### config.mk
export PLATFORM = sky130hd
export DESIGN_NAME = first_match_packet_filter_flat
export DESIGN_NICKNAME = d
export VERILOG_FILES = /design/src/hw/rtl/fmpf_pkg.sv /design/src/hw/rtl/fmpf_if.sv /design/src/hw/rtl/fmpf_rule_table.sv /design/src/hw/rtl/fmpf_monitor_table.sv /design/src/hw/rtl/first_match_packet_filter.sv /design/src/flat_wrapper.sv
export SDC_FILE = /design/constraint.sdc
export NUM_CORES = 2
export LEC_CHECK = 0
export BUFFER_PORTS_ARGS = -buffer_cell sky130_fd_sc_hd__buf_2
export CORE_MARGIN = 3
export CORE_UTILIZATION = 45
export CTS_CLUSTER_DIAMETER = 150
export DETAILED_ROUTE_END_ITERATION = 16
export GPL_TIMING_DRIVEN = 0
export HOLD_SLACK_MARGIN = 0.08
export PLACE_DENSITY = 0.71
export SYNTH_ARGS = -nofsm -noshare
export SYNTH_HDL_FRONTEND = slang
export SYNTH_SLANG_ARGS = --single-unit
### constraint.sdc
create_clock -name clock -period 13.35 [get_ports clock]
set_input_delay 1.335 -clock clock [delete_from_list [all_inputs] [get_ports clock]]
set_output_delay 1.335 -clock clock [all_outputs]
set_load 0.01 [all_outputs]
### src/hw/rtl/fmpf_pkg.sv
// Package for the first-match packet filter: operation and status codes,
// item and entry structs, and the control structs between the units.
// No dependencies.
package fmpf_pkg;

   localparam int ADDR_WIDTH      = 32;
   localparam int SLOT_WIDTH      = 4;
   localparam int OUT_COUNT_WIDTH = 32;

   localparam logic [2:0] OP_CLASSIFY       = 3'd0;
   localparam logic [2:0] OP_ADD_RULE       = 3'd1;
   localparam logic [2:0] OP_ADD_MONITOR    = 3'd2;
   localparam logic [2:0] OP_REMOVE_MONITOR = 3'd3;
   localparam logic [2:0] OP_READ_MONITOR   = 3'd4;

   localparam logic [1:0] STATUS_DONE      = 2'd0;
   localparam logic [1:0] STATUS_FULL      = 2'd1;
   localparam logic [1:0] STATUS_NOT_FOUND = 2'd2;

   localparam logic DIR_INCOMING = 1'b0;

   typedef enum logic [1:0] {
      MON_COUNT,
      MON_ADD,
      MON_REMOVE,
      MON_READ
   } mon_op_type;

   typedef struct packed {
      logic [2:0]            operation;
      logic                  direction;
      logic [ADDR_WIDTH-1:0] source_address;
      logic [ADDR_WIDTH-1:0] destination_address;
      logic                  source_given;
      logic                  destination_given;
      logic                  rule_accepts;
      logic [SLOT_WIDTH-1:0] slot;
   } req_item_type;

   typedef struct packed {
      logic                       verdict;
      logic [1:0]                 status;
      logic [ADDR_WIDTH-1:0]      monitor_address;
      logic [OUT_COUNT_WIDTH-1:0] received_count;
      logic [OUT_COUNT_WIDTH-1:0] dropped_count;
   } rsp_item_type;

   typedef struct packed {
      logic [ADDR_WIDTH-1:0] source_address;
      logic [ADDR_WIDTH-1:0] destination_address;
      logic                  direction;
      logic                  source_given;
      logic                  destination_given;
      logic                  accepts;
   } rule_entry_type;

   typedef struct packed {
      logic           classify;
      logic           add;
      rule_entry_type entry;
   } rule_cmd_type;

   typedef struct packed {
      logic done;
      logic verdict;
      logic full;
   } rule_result_type;

   typedef struct packed {
      logic                  start;
      mon_op_type            op;
      logic [ADDR_WIDTH-1:0] address;
      logic                  accepted;
      logic [SLOT_WIDTH-1:0] slot;
   } mon_cmd_type;

   typedef struct packed {
      logic                       done;
      logic [1:0]                 status;
      logic [ADDR_WIDTH-1:0]      address;
      logic [OUT_COUNT_WIDTH-1:0] received;
      logic [OUT_COUNT_WIDTH-1:0] dropped;
   } mon_result_type;

endpackage

### src/hw/rtl/fmpf_if.sv
// Valid/ready channel interfaces of the packet filter: request and response.
// Depends on fmpf_pkg.
interface fmpf_req_if;
   import fmpf_pkg::*;

   logic                  valid;
   logic                  ready;
   logic [2:0]            operation;
   logic                  direction;
   logic [ADDR_WIDTH-1:0] source_address;
   logic [ADDR_WIDTH-1:0] destination_address;
   logic                  source_given;
   logic                  destination_given;
   logic                  rule_accepts;
   logic [SLOT_WIDTH-1:0] slot;

   modport source (
      output valid, operation, direction, source_address, destination_address,
             source_given, destination_given, rule_accepts, slot,
      input  ready
   );
   modport sink (
      input  valid, operation, direction, source_address, destination_address,
             source_given, destination_given, rule_accepts, slot,
      output ready
   );
endinterface

interface fmpf_rsp_if;
   import fmpf_pkg::*;

   logic                       valid;
   logic                       ready;
   logic                       verdict;
   logic [1:0]                 status;
   logic [ADDR_WIDTH-1:0]      monitor_address;
   logic [OUT_COUNT_WIDTH-1:0] received_count;
   logic [OUT_COUNT_WIDTH-1:0] dropped_count;

   modport source (
      output valid, verdict, status, monitor_address, received_count, dropped_count,
      input  ready
   );
   modport sink (
      input  valid, verdict, status, monitor_address, received_count, dropped_count,
      output ready
   );
endinterface

### src/hw/rtl/fmpf_rule_table.sv
// Rule table: rule memory, fill count and the newest-first match scan.
// Depends on fmpf_pkg.
module fmpf_rule_table #(
   parameter int DEPTH = 16
) (
   input  logic                     clock,
   input  logic                     reset,
   input  fmpf_pkg::rule_cmd_type    cmd,
   output fmpf_pkg::rule_result_type result
);
   import fmpf_pkg::*;

   localparam int IDX_W = (DEPTH > 1) ? $clog2(DEPTH) : 1;
   localparam int CNT_W = $clog2(DEPTH + 1);
   localparam logic [CNT_W-1:0] FULL_COUNT = CNT_W'(DEPTH);

   typedef enum logic {ST_IDLE, ST_SCAN} state_type;

   state_type       state_ff;
   logic [CNT_W-1:0] count_ff;
   logic [IDX_W-1:0] ptr_ff;
   logic [IDX_W-1:0] rd_idx_ff;
   logic            issue_ff;
   rule_entry_type  key_ff;
   rule_result_type result_ff;

   rule_entry_type  mem [DEPTH];
   rule_entry_type  rd_q;

   logic hit;
   logic last;
   logic rd_en;
   logic wr_en;

   always_comb begin
      hit = issue_ff && (rd_q.direction == key_ff.direction)
         && (!rd_q.source_given || (rd_q.source_address == key_ff.source_address))
         && (!rd_q.destination_given
             || (rd_q.destination_address == key_ff.destination_address));
      last  = issue_ff && (rd_idx_ff == '0);
      rd_en = (state_ff == ST_SCAN) && !hit && !last;
      wr_en = (state_ff == ST_IDLE) && cmd.add && (count_ff != FULL_COUNT);
   end

   always_ff @(posedge clock) begin
      if (wr_en) begin
         mem[count_ff[IDX_W-1:0]] <= cmd.entry;
      end
   end

   always_ff @(posedge clock) begin
      if (rd_en) begin
         rd_q <= mem[ptr_ff];
      end
   end

   always_ff @(posedge clock) begin
      if (reset) begin
         state_ff  <= ST_IDLE;
         count_ff  <= '0;
         issue_ff  <= 1'b0;
         result_ff <= '0;
      end else begin
         result_ff.done <= 1'b0;
         unique case (state_ff)
            ST_IDLE: begin
               issue_ff <= 1'b0;
               if (cmd.classify) begin
                  key_ff <= cmd.entry;
                  ptr_ff <= IDX_W'(count_ff - 1'b1);
                  if (count_ff == '0) begin
                     result_ff.done    <= 1'b1;
                     result_ff.verdict <= 1'b1;
                  end else begin
                     state_ff <= ST_SCAN;
                  end
               end else if (cmd.add) begin
                  result_ff.done    <= 1'b1;
                  result_ff.verdict <= 1'b0;
                  result_ff.full    <= (count_ff == FULL_COUNT);
                  if (count_ff != FULL_COUNT) begin
                     count_ff <= count_ff + 1'b1;
                  end
               end
            end
            ST_SCAN: begin
               if (hit) begin
                  result_ff.done    <= 1'b1;
                  result_ff.verdict <= rd_q.accepts;
                  state_ff          <= ST_IDLE;
               end else if (last) begin
                  result_ff.done    <= 1'b1;
                  result_ff.verdict <= 1'b1;
                  state_ff          <= ST_IDLE;
               end else begin
                  issue_ff  <= 1'b1;
                  rd_idx_ff <= ptr_ff;
                  ptr_ff    <= ptr_ff - 1'b1;
               end
            end
            default: state_ff <= ST_IDLE;
         endcase
      end
   end

   assign result = result_ff;

   assert property (@(posedge clock) disable iff (reset) count_ff <= FULL_COUNT)
      else $error("rule count beyond table depth");
   assert property (@(posedge clock) disable iff (reset)
      (state_ff == ST_SCAN) |-> (count_ff != '0))
      else $error("rule scan running on an empty table");

endmodule

### src/hw/rtl/fmpf_monitor_table.sv
// Monitor table: watched addresses with saturating counters in one memory,
// newest-first lookup, counter update, insert, compacting removal and reads.
// Depends on fmpf_pkg.
module fmpf_monitor_table #(
   parameter int DEPTH         = 16,
   parameter int COUNTER_WIDTH = 32
) (
   input  logic                    clock,
   input  logic                    reset,
   input  fmpf_pkg::mon_cmd_type    cmd,
   output fmpf_pkg::mon_result_type result
);
   import fmpf_pkg::*;

   localparam int IDX_W = (DEPTH > 1) ? $clog2(DEPTH) : 1;
   localparam int CNT_W = $clog2(DEPTH + 1);
   localparam int CMP_W = (CNT_W > SLOT_WIDTH) ? CNT_W : SLOT_WIDTH;
   localparam logic [CNT_W-1:0] FULL_COUNT = CNT_W'(DEPTH);

   typedef struct packed {
      logic [ADDR_WIDTH-1:0]    address;
      logic [COUNTER_WIDTH-1:0] received;
      logic [COUNTER_WIDTH-1:0] dropped;
   } entry_type;

   typedef enum logic [2:0] {
      ST_IDLE,
      ST_SCAN,
      ST_UPDATE,
      ST_SHIFT_READ,
      ST_SHIFT_WRITE,
      ST_READ_OUT
   } state_type;

   state_type             state_ff;
   logic [CNT_W-1:0]      count_ff;
   logic [IDX_W-1:0]      ptr_ff;
   logic [IDX_W-1:0]      rd_idx_ff;
   logic                  issue_ff;
   mon_op_type            op_ff;
   logic [ADDR_WIDTH-1:0] key_ff;
   logic                  accepted_ff;
   mon_result_type        result_ff;

   entry_type             mem [DEPTH];
   entry_type             rd_q;

   logic             hit;
   logic             last;
   logic             scan_issue;
   logic             read_miss;
   logic [IDX_W-1:0] read_idx;
   logic [CNT_W-1:0] shift_next;
   logic             shift_end;
   logic             rd_en;
   logic [IDX_W-1:0] rd_addr;
   logic             wr_en;
   logic [IDX_W-1:0] wr_addr;
   entry_type        wr_data;
   entry_type        bumped;

   function automatic logic [COUNTER_WIDTH-1:0] sat_inc(input logic [COUNTER_WIDTH-1:0] v);
      return (v == '1) ? v : v + 1'b1;
   endfunction

   function automatic logic [OUT_COUNT_WIDTH-1:0] clip(input logic [COUNTER_WIDTH-1:0] v);
      logic [COUNTER_WIDTH+OUT_COUNT_WIDTH-1:0] wide;
      wide = {{OUT_COUNT_WIDTH{1'b0}}, v};
      if (wide > {{COUNTER_WIDTH{1'b0}}, {OUT_COUNT_WIDTH{1'b1}}}) begin
         return '1;
      end
      return wide[OUT_COUNT_WIDTH-1:0];
   endfunction

   always_comb begin
      hit        = issue_ff && (rd_q.address == key_ff);
      last       = issue_ff && (rd_idx_ff == '0);
      scan_issue = !hit && !last;
      read_miss  = (CMP_W'(cmd.slot) >= CMP_W'(count_ff));
      read_idx   = IDX_W'(CMP_W'(count_ff) - CMP_W'(cmd.slot) - 1'b1);
      shift_next = CNT_W'(ptr_ff) + 1'b1;
      shift_end  = (shift_next >= count_ff);

      bumped = rd_q;
      if (accepted_ff) begin
         bumped.received = sat_inc(rd_q.received);
      end else begin
         bumped.dropped = sat_inc(rd_q.dropped);
      end

      rd_en   = 1'b0;
      rd_addr = ptr_ff;
      wr_en   = 1'b0;
      wr_addr = count_ff[IDX_W-1:0];
      wr_data = '{address: cmd.address, received: '0, dropped: '0};
      unique case (state_ff)
         ST_IDLE: begin
            rd_addr = read_idx;
            rd_en   = cmd.start && (cmd.op == MON_READ) && !read_miss;
            wr_en   = cmd.start && (cmd.op == MON_ADD) && (count_ff != FULL_COUNT);
         end
         ST_SCAN: begin
            rd_en = scan_issue;
         end
         ST_UPDATE: begin
            wr_en   = 1'b1;
            wr_addr = rd_idx_ff;
            wr_data = bumped;
         end
         ST_SHIFT_READ: begin
            rd_en   = !shift_end;
            rd_addr = shift_next[IDX_W-1:0];
         end
         ST_SHIFT_WRITE: begin
            wr_en   = 1'b1;
            wr_addr = ptr_ff;
            wr_data = rd_q;
         end
         ST_READ_OUT: begin
            rd_en = 1'b0;
         end
         default: rd_en = 1'b0;
      endcase
   end

   always_ff @(posedge clock) begin
      if (wr_en) begin
         mem[wr_addr] <= wr_data;
      end
   end

   always_ff @(posedge clock) begin
      if (rd_en) begin
         rd_q <= mem[rd_addr];
      end
   end

   always_ff @(posedge clock) begin
      if (reset) begin
         state_ff  <= ST_IDLE;
         count_ff  <= '0;
         issue_ff  <= 1'b0;
         result_ff <= '0;
      end else begin
         result_ff.done <= 1'b0;
         unique case (state_ff)
            ST_IDLE: begin
               issue_ff <= 1'b0;
               if (cmd.start) begin
                  op_ff       <= cmd.op;
                  key_ff      <= cmd.address;
                  accepted_ff <= cmd.accepted;
                  ptr_ff      <= IDX_W'(count_ff - 1'b1);
                  result_ff   <= '0;
                  unique case (cmd.op)
                     MON_COUNT, MON_REMOVE: begin
                        if (count_ff == '0) begin
                           result_ff.done   <= 1'b1;
                           result_ff.status <= (cmd.op == MON_COUNT) ? STATUS_DONE
                                                                     : STATUS_NOT_FOUND;
                        end else begin
                           state_ff <= ST_SCAN;
                        end
                     end
                     MON_ADD: begin
                        result_ff.done <= 1'b1;
                        if (count_ff == FULL_COUNT) begin
                           result_ff.status <= STATUS_FULL;
                        end else begin
                           count_ff <= count_ff + 1'b1;
                        end
                     end
                     MON_READ: begin
                        if (read_miss) begin
                           result_ff.done   <= 1'b1;
                           result_ff.status <= STATUS_NOT_FOUND;
                        end else begin
                           state_ff <= ST_READ_OUT;
                        end
                     end
                     default: state_ff <= ST_IDLE;
                  endcase
               end
            end
            ST_SCAN: begin
               if (hit) begin
                  ptr_ff   <= rd_idx_ff;
                  state_ff <= (op_ff == MON_COUNT) ? ST_UPDATE : ST_SHIFT_READ;
               end else if (last) begin
                  result_ff.done   <= 1'b1;
                  result_ff.status <= (op_ff == MON_COUNT) ? STATUS_DONE : STATUS_NOT_FOUND;
                  state_ff         <= ST_IDLE;
               end else begin
                  issue_ff  <= 1'b1;
                  rd_idx_ff <= ptr_ff;
                  ptr_ff    <= ptr_ff - 1'b1;
               end
            end
            ST_UPDATE: begin
               result_ff.done   <= 1'b1;
               result_ff.status <= STATUS_DONE;
               state_ff         <= ST_IDLE;
            end
            ST_SHIFT_READ: begin
               if (shift_end) begin
                  count_ff         <= count_ff - 1'b1;
                  result_ff.done   <= 1'b1;
                  result_ff.status <= STATUS_DONE;
                  state_ff         <= ST_IDLE;
               end else begin
                  state_ff <= ST_SHIFT_WRITE;
               end
            end
            ST_SHIFT_WRITE: begin
               ptr_ff   <= ptr_ff + 1'b1;
               state_ff <= ST_SHIFT_READ;
            end
            ST_READ_OUT: begin
               result_ff.done     <= 1'b1;
               result_ff.status   <= STATUS_DONE;
               result_ff.address  <= rd_q.address;
               result_ff.received <= clip(rd_q.received);
               result_ff.dropped  <= clip(rd_q.dropped);
               state_ff           <= ST_IDLE;
            end
            default: state_ff <= ST_IDLE;
         endcase
      end
   end

   assign result = result_ff;

   assert property (@(posedge clock) disable iff (reset) count_ff <= FULL_COUNT)
      else $error("monitor count beyond table depth");
   assert property (@(posedge clock) disable iff (reset)
      (state_ff == ST_SHIFT_WRITE) |-> (CNT_W'(ptr_ff) + 1'b1 < count_ff))
      else $error("compaction writes past the last stored entry");

endmodule

### src/hw/rtl/first_match_packet_filter.sv
// Top level of the first-match packet filter: request/response channels,
// operation sequencing and the response register.
// Depends on fmpf_pkg, fmpf_if, fmpf_rule_table and fmpf_monitor_table.
//
//   channel   direction  transfer moves
//   req_ch    in         one operation: classify, add rule, add/remove/read monitor
//   rsp_ch    out        one result: verdict, status, monitor address and counters
//
// One request is in flight at a time; req_ch.ready is high while the sequencer
// is idle, also while a finished response still waits in the output register.
// An outgoing classify reads the rule memory once per stored rule, newest
// first, until the first match. An incoming packet also reads the watched
// entries, newest first, up to one read per entry, and writes back the counter
// of a matching one. Removing a monitor moves each later entry down to close
// the gap, with one read and one write per entry moved. Reset is synchronous
// and empties both tables at once; a stalled response simply holds the
// sequencer in DONE.
module first_match_packet_filter #(
   parameter int RULE_DEPTH    = 16,
   parameter int MONITOR_DEPTH = 16,
   parameter int COUNTER_WIDTH = 32
) (
   input logic       clock,
   input logic       reset,
   fmpf_req_if.sink   req_ch,
   fmpf_rsp_if.source rsp_ch
);
   import fmpf_pkg::*;

   typedef enum logic [1:0] {ST_IDLE, ST_RULES, ST_MONITOR, ST_DONE} state_type;

   state_type       state_ff;
   req_item_type    item_ff;
   rsp_item_type    res_ff;
   rsp_item_type    rsp_ff;
   logic            rsp_valid_ff;

   logic            accept;
   rule_cmd_type    rule_cmd;
   rule_result_type rule_res;
   mon_cmd_type     mon_cmd;
   mon_result_type  mon_res;

   assign req_ch.ready = (state_ff == ST_IDLE);
   assign accept       = req_ch.valid && req_ch.ready;

   // Issue unit commands straight off the request on the transfer, or off the
   // held item once the rule scan has a verdict for an incoming packet.
   always_comb begin
      rule_cmd                           = '0;
      rule_cmd.entry.source_address      = req_ch.source_address;
      rule_cmd.entry.destination_address = req_ch.destination_address;
      rule_cmd.entry.direction           = req_ch.direction;
      rule_cmd.entry.source_given        = req_ch.source_given;
      rule_cmd.entry.destination_given   = req_ch.destination_given;
      rule_cmd.entry.accepts             = req_ch.rule_accepts;
      rule_cmd.classify = accept && (req_ch.operation == OP_CLASSIFY);
      rule_cmd.add      = accept && (req_ch.operation == OP_ADD_RULE);

      mon_cmd = '0;
      if (state_ff == ST_RULES) begin
         mon_cmd.start    = rule_res.done && (item_ff.operation == OP_CLASSIFY)
                            && (item_ff.direction == DIR_INCOMING);
         mon_cmd.op       = MON_COUNT;
         mon_cmd.address  = item_ff.source_address;
         mon_cmd.accepted = rule_res.verdict;
      end else begin
         mon_cmd.address = req_ch.source_address;
         mon_cmd.slot    = req_ch.slot;
         case (req_ch.operation)
            OP_ADD_MONITOR: begin
               mon_cmd.start = accept;
               mon_cmd.op    = MON_ADD;
            end
            OP_REMOVE_MONITOR: begin
               mon_cmd.start = accept;
               mon_cmd.op    = MON_REMOVE;
            end
            OP_READ_MONITOR: begin
               mon_cmd.start = accept;
               mon_cmd.op    = MON_READ;
            end
            default: mon_cmd.start = 1'b0;
         endcase
      end
   end

   fmpf_rule_table #(
      .DEPTH (RULE_DEPTH)
   ) u_rules (
      .clock  (clock),
      .reset  (reset),
      .cmd    (rule_cmd),
      .result (rule_res)
   );

   fmpf_monitor_table #(
      .DEPTH         (MONITOR_DEPTH),
      .COUNTER_WIDTH (COUNTER_WIDTH)
   ) u_monitors (
      .clock  (clock),
      .reset  (reset),
      .cmd    (mon_cmd),
      .result (mon_res)
   );

   always_ff @(posedge clock) begin
      if (reset) begin
         state_ff     <= ST_IDLE;
         rsp_valid_ff <= 1'b0;
      end else begin
         // drop the response once the sink takes it
         if (rsp_ch.ready) begin
            rsp_valid_ff <= 1'b0;
         end
         unique case (state_ff)
            ST_IDLE: begin
               if (accept) begin
                  item_ff.operation           <= req_ch.operation;
                  item_ff.direction           <= req_ch.direction;
                  item_ff.source_address      <= req_ch.source_address;
                  item_ff.destination_address <= req_ch.destination_address;
                  item_ff.source_given        <= req_ch.source_given;
                  item_ff.destination_given   <= req_ch.destination_given;
                  item_ff.rule_accepts        <= req_ch.rule_accepts;
                  item_ff.slot                <= req_ch.slot;
                  res_ff                      <= '0;
                  unique case (req_ch.operation) inside
                     OP_CLASSIFY, OP_ADD_RULE: state_ff <= ST_RULES;
                     OP_ADD_MONITOR, OP_REMOVE_MONITOR, OP_READ_MONITOR:
                        state_ff <= ST_MONITOR;
                     default: state_ff <= ST_DONE;  // unused codes answer all zero
                  endcase
               end
            end
            ST_RULES: begin
               if (rule_res.done) begin
                  if (item_ff.operation == OP_CLASSIFY) begin
                     res_ff.verdict <= rule_res.verdict;
                     state_ff <= (item_ff.direction == DIR_INCOMING) ? ST_MONITOR : ST_DONE;
                  end else begin
                     res_ff.status <= rule_res.full ? STATUS_FULL : STATUS_DONE;
                     state_ff      <= ST_DONE;
                  end
               end
            end
            ST_MONITOR: begin
               if (mon_res.done) begin
                  // a packet count only updates the table; the verdict stands
                  if (item_ff.operation != OP_CLASSIFY) begin
                     res_ff.status          <= mon_res.status;
                     res_ff.monitor_address <= mon_res.address;
                     res_ff.received_count  <= mon_res.received;
                     res_ff.dropped_count   <= mon_res.dropped;
                  end
                  state_ff <= ST_DONE;
               end
            end
            ST_DONE: begin
               // advance into the output register once it is free
               if (!rsp_valid_ff || rsp_ch.ready) begin
                  rsp_ff       <= res_ff;
                  rsp_valid_ff <= 1'b1;
                  state_ff     <= ST_IDLE;
               end
            end
            default: state_ff <= ST_IDLE;
         endcase
      end
   end

   assign rsp_ch.valid           = rsp_valid_ff;
   assign rsp_ch.verdict         = rsp_ff.verdict;
   assign rsp_ch.status          = rsp_ff.status;
   assign rsp_ch.monitor_address = rsp_ff.monitor_address;
   assign rsp_ch.received_count  = rsp_ff.received_count;
   assign rsp_ch.dropped_count   = rsp_ff.dropped_count;

   assert property (@(posedge clock) disable iff (reset) !(rule_res.done && mon_res.done))
      else $error("rule and monitor units finished in the same cycle");
   assert property (@(posedge clock) disable iff (reset)
      rule_res.done |-> (state_ff == ST_RULES))
      else $error("rule unit finished outside the rule phase");
   assert property (@(posedge clock) disable iff (reset)
      mon_res.done |-> (state_ff == ST_MONITOR))
      else $error("monitor unit finished outside the monitor phase");

endmodule
### src/flat_wrapper.sv
// flat-port wrapper written by rule: the top's interface ports become plain ports
module first_match_packet_filter_flat import fmpf_pkg::*;
#(
   parameter int RULE_DEPTH    = 16,
   parameter int MONITOR_DEPTH = 16,
   parameter int COUNTER_WIDTH = 32
)
  (clock, reset, req_ch_valid, req_ch_operation, req_ch_direction, req_ch_source_address, req_ch_destination_address, req_ch_source_given, req_ch_destination_given, req_ch_rule_accepts, req_ch_slot, req_ch_ready, rsp_ch_valid, rsp_ch_verdict, rsp_ch_status, rsp_ch_monitor_address, rsp_ch_received_count, rsp_ch_dropped_count, rsp_ch_ready);
  fmpf_req_if req_ch_i ();
  fmpf_rsp_if rsp_ch_i ();
  input logic clock;
  input logic reset;
  input wire logic [$bits(req_ch_i.valid)-1:0] req_ch_valid;
  input wire logic [$bits(req_ch_i.operation)-1:0] req_ch_operation;
  input wire logic [$bits(req_ch_i.direction)-1:0] req_ch_direction;
  input wire logic [$bits(req_ch_i.source_address)-1:0] req_ch_source_address;
  input wire logic [$bits(req_ch_i.destination_address)-1:0] req_ch_destination_address;
  input wire logic [$bits(req_ch_i.source_given)-1:0] req_ch_source_given;
  input wire logic [$bits(req_ch_i.destination_given)-1:0] req_ch_destination_given;
  input wire logic [$bits(req_ch_i.rule_accepts)-1:0] req_ch_rule_accepts;
  input wire logic [$bits(req_ch_i.slot)-1:0] req_ch_slot;
  output wire logic [$bits(req_ch_i.ready)-1:0] req_ch_ready;
  output wire logic [$bits(rsp_ch_i.valid)-1:0] rsp_ch_valid;
  output wire logic [$bits(rsp_ch_i.verdict)-1:0] rsp_ch_verdict;
  output wire logic [$bits(rsp_ch_i.status)-1:0] rsp_ch_status;
  output wire logic [$bits(rsp_ch_i.monitor_address)-1:0] rsp_ch_monitor_address;
  output wire logic [$bits(rsp_ch_i.received_count)-1:0] rsp_ch_received_count;
  output wire logic [$bits(rsp_ch_i.dropped_count)-1:0] rsp_ch_dropped_count;
  input wire logic [$bits(rsp_ch_i.ready)-1:0] rsp_ch_ready;
  assign req_ch_i.valid = req_ch_valid;
  assign req_ch_i.operation = req_ch_operation;
  assign req_ch_i.direction = req_ch_direction;
  assign req_ch_i.source_address = req_ch_source_address;
  assign req_ch_i.destination_address = req_ch_destination_address;
  assign req_ch_i.source_given = req_ch_source_given;
  assign req_ch_i.destination_given = req_ch_destination_given;
  assign req_ch_i.rule_accepts = req_ch_rule_accepts;
  assign req_ch_i.slot = req_ch_slot;
  assign req_ch_ready = req_ch_i.ready;
  assign rsp_ch_valid = rsp_ch_i.valid;
  assign rsp_ch_verdict = rsp_ch_i.verdict;
  assign rsp_ch_status = rsp_ch_i.status;
  assign rsp_ch_monitor_address = rsp_ch_i.monitor_address;
  assign rsp_ch_received_count = rsp_ch_i.received_count;
  assign rsp_ch_dropped_count = rsp_ch_i.dropped_count;
  assign rsp_ch_i.ready = rsp_ch_ready;
  first_match_packet_filter #(.RULE_DEPTH(RULE_DEPTH), .MONITOR_DEPTH(MONITOR_DEPTH), .COUNTER_WIDTH(COUNTER_WIDTH)) u_core (.clock(clock), .reset(reset), .req_ch(req_ch_i), .rsp_ch(rsp_ch_i));
endmodule
# Word-level counts from Yosys, hierarchy flattened

Memory sizes are Yosys's and may differ from the RTL's. A register that Yosys moved wholly into a read port is not among the register bits.
Cells that the tools add are included.

RAM bits: 2624
Logic and storage cells: 279
Memories kept: 2
Bits in registers: 471

$add $sub $neg: 12
Eq/ne operators: 50
Magnitude comparators: 2
Multiplexer cells: 89
Bitwise logic cells: 8
Reductions and logical operators: 77

Memories:

| name                  | depth | bits a word | rd ports | clocked after memory_dff | wr ports | line                     | source |
|---|---|---|---|---|---|---|---|
| u_core.u_monitors.mem | 16    | 96          | 1        | 1                        | 1        | fmpf_monitor_table.sv:45 | `entry_type mem [DEPTH];` |
| u_core.u_rules.mem    | 16    | 68          | 1        | 1                        | 1        | fmpf_rule_table.sv:27    | `rule_entry_type mem [DEPTH];` |

Operator list:

| operator                                         | number |
|---|---|
| case mux 96 bit (2 select lines)                 | 3 |
| two-way mux 99 bit                               | 2 |
| two-way mux 98 bit                               | 2 |
| two-way mux 32 bit                               | 4 |
| == test 32 bit                                   | 3 |
| adder 32 x 1 -> 32 bit, second input constant    | 2 |
| == test 32 bit, second input constant            | 2 |
| two-way mux 3 bit                                | 13 |
| two-way mux 35 bit                               | 1 |
| two-way mux 4 bit                                | 7 |
| != test 2 bit, second input constant             | 14 |
| AND reduction 5 bit                              | 5 |
| two-way mux 2 bit                                | 12 |
| case mux 3 bit (4 select lines)                  | 2 |
| case mux 4 bit (2 select lines)                  | 3 |
| AND reduction 4 bit                              | 6 |
| two-way mux 1 bit                                | 21 |
| AND reduction 3 bit                              | 7 |
| logical AND 1 bit                                | 20 |
| two-way mux 5 bit                                | 4 |
| subtractor 4 x 1 -> 4 bit, second input constant | 4 |
| != test 3 bit, second input constant             | 5 |
| == test 3 x 2 -> 1 bit, second input constant    | 4 |
| case mux 2 bit (3 select lines)                  | 2 |
| 39 further kinds                                 | 90 |

# Depth between registers and ports, before layout

Word-level depth: 10
Gate-level depth with buffers: 16

# Cells and area by module

Synthesis repeated with hierarchy kept, for this count alone.

Cells, all modules: 5857
Area, all modules: 125726.8 um2

By module, submodules not included:

| module                    | times used | area an instance (um2) | cells each |
|---|---|---|---|
| fmpf_monitor_table        | 1          | 70612.7                | 3586 |
| fmpf_rule_table           | 1          | 46577.2                | 1829 |
| first_match_packet_filter | 1          | 8536.9                 | 442 |

# Least setup slack after synthesis

OpenSTA, ideal clock, no wires.

Path kind: input -> register
Start point: input req_ch_slot[0]
End point: register u_core.u_monitors.bumped[64] (netlist name)
Data required time: 12.471 ns
Library setup time: 0.879 ns
Arrival: 13.362 ns
Buffers on the path: 0
Cell stages on the path: 8
Slack: -0.891 ns
Cells stage by stage: nand2b_1 > ha_1 > nand2b_1 > a21o_1 > a21o_1 > a21oi_1 > nor2_1 > o311ai_0

Cells in the longest elaborated chain, start to end: 5

RTL lines:

| what                                       | line                            | source |
|---|---|---|
| start: declaration                         | flat_wrapper.sv:21              | `input wire logic [$bits(req_ch_i.slot)-1:0] req_ch_slot;` |
| two-way mux 4 bit                          | first_match_packet_filter.sv:61 | `if (state_ff == ST_RULES) begin` |
| greater-or-equal comparator 4 x 5 -> 1 bit | fmpf_monitor_table.sv:79        | `read_miss = (CMP_W'(cmd.slot) >= CMP_W'(count_ff));` |
| logical NOT 1 bit                          | fmpf_monitor_table.sv:99        | `rd_en = cmd.start && (cmd.op == MON_READ) && !read_miss;` |
| logical AND 1 bit                          | fmpf_monitor_table.sv:99        |  |
| case mux 1 bit (3 select lines)            | fmpf_monitor_table.sv:96        | `unique case (state_ff)` |
| net u_core.u_monitors.rd_en                | fmpf_monitor_table.sv:55        | `logic rd_en;` |

The timed path passes the listed nets, and every way through them passes these cells.
A chain may end at the register's enable or synchronous reset.

# Worst setup path in the final report

Start point: register u_core.state_ff[1]
End point: register u_core.u_monitors.bumped[75] (netlist name)

Cells in the longest elaborated chain, start to end: 7

RTL lines:

| what                                                                     | line                             | source |
|---|---|---|
| start: declaration                                                       | first_match_packet_filter.sv:32  | `state_type state_ff;` |
| start signal: assignment                                                 | first_match_packet_filter.sv:140 | `state_ff <= (item_ff.direction == DIR_INCOMING) ? ST_MONITOR : ST_DONE;` |
| parallel branches: the longest is 7 deep, another holds subtractor 4 bit | -                                |  |

Several ways; the timed one is not identified.

==> metrics.cfg <==
[worst_setup_path]
end_kind = flop
worst_path_largest_cell_delay_ns = 0.87
critPathMaxFanout = 10
worstPathRequired_ns = 13.96
crit_family = buffers and inverters
worstPathArrival_ns = 6.31
critPathMostFrequentCell = clkbuf_1
worstSetupStartpointType = flop
worstSetupPathType = flop to flop
crit_chain = inv_1 -> ha_1 -> clkbuf_1 -> clkbuf_1 -> nand2b_1 -> inv_1 -> ha_1 -> a21o_1 -> a21oi_1 -> xnor2_1 -> a21oi_1 -> o21ai_1 -> clkbuf_1 -> buf_2 -> mux2i_1 -> mux2i_1
worstSetupStartpoint = u_core.state_ff[1]
worst-path-buf-inv = 6
cp_slowest_cell = clkbuf_1
r2r-start = u_core.state_ff[1]

[logic_synthesis]
yosys-top-cells-area = edfxtp_1 75%, mux4_2 13%, mux2i_1 2.4%
ys_warn_count = 0
postSynthCellCount = 5833
synth_edf_count = 3138
synth_top_cell_by_area = edfxtp_1
synthArstFlopShare_pct = 0
netlist_area_sq_mm = 0.125
synth_ff_type = edfxtp_1
ys_types = 79
ys_ff_latch = 3259
synth_nets = 5939
seq_area_frac_synth_pct = 77.2
syn_avg_cell_area_sq_um = 21.5
yosysTopAreaCellShare_pct = 75.2

[flow_run]
max_cap_violations = 0

[grt]
overflow = 0
grt_pass1_vias = 63400
grt_usage_pct = 21.9
antenna_found_initial = 42
grt_pass1_wl_mm = 452
grt_max_degree = 44

[drt]
vias = 62600
antenna_left = 0
avgRoutedWirePerCell_microns = 30.1
drc_errors = 0
drt_iter0_markers = 8935
firstDrtPassIters = 8
drt-total-wl_mm = 315
viasPerCell = 5.98

[die]
io_pins = 180
die_y_microns = 534
die-area_sq_mm = 0.285
die_w_microns = 534
initial_core_util_pct = 45.3
rows = 193
core_sq_mm = 0.277

[clock_tree]
cts_tree = built
clock_latency_ns = 0.89
numCtsBuffers = 327
clk_transition_reported_paths_ns = 0.06
clockBufferDepth = 4
hold_buffers = 0
cts_setup_buffers = 0
clockRootBuffer = clkbuf_16
cts_sinks = 3259
htreeDepth = 5
ctsResizeCount = 0

[pwr]
pwr-share-seq_pct = 49.6
combPwrFrac_pct = 11.4
leakage_uw = 0.0481
intPower_uw = 17900
p_switching_uw = 5480
pwr-share-clk_pct = 39.0
sw_frac_of_total_pct = 23.5
power_density_mw_per_mm2 = 162
ir_drop_uv = 110

[sta]
finalCritPeriodShare_pct = 42.7
finalMaxSlewViolations = 0
timing.fmax_mhz = 175
layout_min_cycle_time_ns = 5.70
fin_skew_ns = 0.0772
setup_violations = 0
hold_viol = 0
tns_ns = 0
maxSlewHeadroom_pct = 5.74
timing_worst_slew_pin_value_ns = 1.41
grt_setup_unrepaired = false

[place]
hpwl_mm = 195
gp_congestion = 0.876
port_buffers = 179

[final_layout]
post-route-util_pct = 52.2
nets = 6588
layout-drive-gt1-share_pct = 27.1
syn2layout_area_growth_pct = 15.3

[worst_hold_path]
min_path_type = flop to flop
hp-start = u_core.res_ff[83]

[run_status]
status = finished clean

[cells in the mapped netlist, types with 74 or more instances]
cell,n
mux2i_1,297
clkbuf_1,132
xor2_1,78
nand3_1,128
nand2_1,177
edfxtp_1,3138
buf_4,74
and2_1,123
dfxtp_1,121
mux4_2,724
o21ai_0,97
a21oi_1,146
[per-layer routing]
layer	GRT usage (%)	up-vias	wire [microns]	share of wire (%)
met1	28.4	32800	115000	37
met2	36.4	3525	158000	50
met3	3.93	766	27900	8.9
met5	0.0333	-	78	0.025
met4	9.24	12	14600	4.6
li1	-	25500	-	-
[cells by family after synthesis]
family | count (synthesis) | share of synthesized area, %
AOI/OAI and AO/OA | 348 | 1.66
adders and majority gates | 27 | 0.276
buffers and inverters | 331 | 1.32
and+or+nand+nor | 660 | 2.75
muxes | 1089 | 16.0
DFF | 3259 | 77.2
xor gates and xnor gates | 119 | 0.832
[cell type report]
cell class	count	area [sq um]
Fill cell	20900	132000
Sequential cell	3259	96700
Buffer	303	1550
Clock buffer	402	8670
Inverter	28	108
Clock inverter	182	1880
Multi-Input combinational cell	2243	27300
Tap cell	3705	4640
Timing Repair Buffer	320	3570
Antenna cell	25	62.6
[placed cells by master (no fill, tap or decap), types with 12 or more instances in the layout]
cell type      n
a21oi_1      145
a31oi_1       24
and2_1       111
and2_4        12
and3_1        20
buf_1         17
buf_12        75
buf_16        28
buf_2        254
buf_4         83
buf_6         17
bufinv_16     34
clkbuf_1     190
clkbuf_16    332
clkinv_1      54
clkinv_2      49
clkinvlp_4    22
dfxtp_1      121
diode_2       25
edfxtp_1    3138
ha_1          26
inv_1         27
inv_6         13
mux2_2        68
mux2i_1      297
mux4_2       724
nand2_1      177
nand2b_1      15
nand3_1      128
nand4_1       38
nor2_1        50
nor2_4        19
nor3_1        12
nor4_1        20
o21ai_0       70
o21ai_1       29
o31ai_2       13
xnor2_1       41
xor2_1        78
[registers in the layout, summed over array words and instances, names as in the netlist, 5 cells and up]
signal / flops
u_core.rsp_ch.monitor_address: 32
u_core.u_rules.key_ff: 65
u_core.u_monitors.rd_q: 64
u_core.rsp_ch.received_count: 32
u_core.u_rules.rd_q: 68
u_core.item_ff: 36
u_core.u_monitors.count_ff: 5
u_core.u_rules.count_ff: 5
u_core.res_ff: 99
u_core.u_monitors.bumped: 32
u_core.u_monitors.mem: 1536
u_core.rsp_ch.dropped_count: 32
u_core.u_rules.mem: 1088
u_core.u_monitors.key_ff: 32
u_core.u_monitors.result: 99
[stage by stage]
stage / instance area, sq um / std cells / total power [uW] / worst slack (ns) / hold WS, ns
final: 144000 / 10500 / 23400 / 7.65 / 0.418
after global routing: 144000 / 10500 / 24000 / 7.58 / 0.426
after CTS: 144000 / 10400 / 23500 / 7.76 / 0.420
after detailed placement: 134000 / 9857 / 14500 / 7.82 / 0.405
after global placement: 131000 / 9717 / 14400 / -5.95 / 0.408
after floorplan: 125000 / 5833 / 13600 / 3.12 / 0.400
[path summary, 6_finish.rpt]
path | endpoint | slack [ns] | cells after the start
max | u_core.u_monitors.bumped[75] | 7.65 | 16
min | u_core.rsp_ch.monitor_address[19] | 0.42 | 0
max reg2reg | u_core.u_monitors.bumped[75] | 7.65 | 16
min reg2reg | u_core.rsp_ch.monitor_address[19] | 0.42 | 0
[power groups by stage]
stage	Sequential, uW	Clock, uW	Combinational [uW]
after global placement	11900	0	2560
after CTS	11600	9200	2670
after detailed placement	11800	0	2660
final	11600	9110	2660
after global routing	11600	9610	2810
after floorplan	11800	0	1760
[worst register-to-register path, delay by kind of cell, from the launching register on]
kind	cells	cell delay, ns
buffers and inverters	6	2.86
AO/OA/AOI/OAI	4	0.71
adder cells (fa/ha/maj)	2	0.53
multiplexers	2	0.49
flip-flops	1	0.34
AND/OR/NAND/NOR	1	0.26
XOR/XNOR	1	0.23
(Power assumes the default switching activity.)
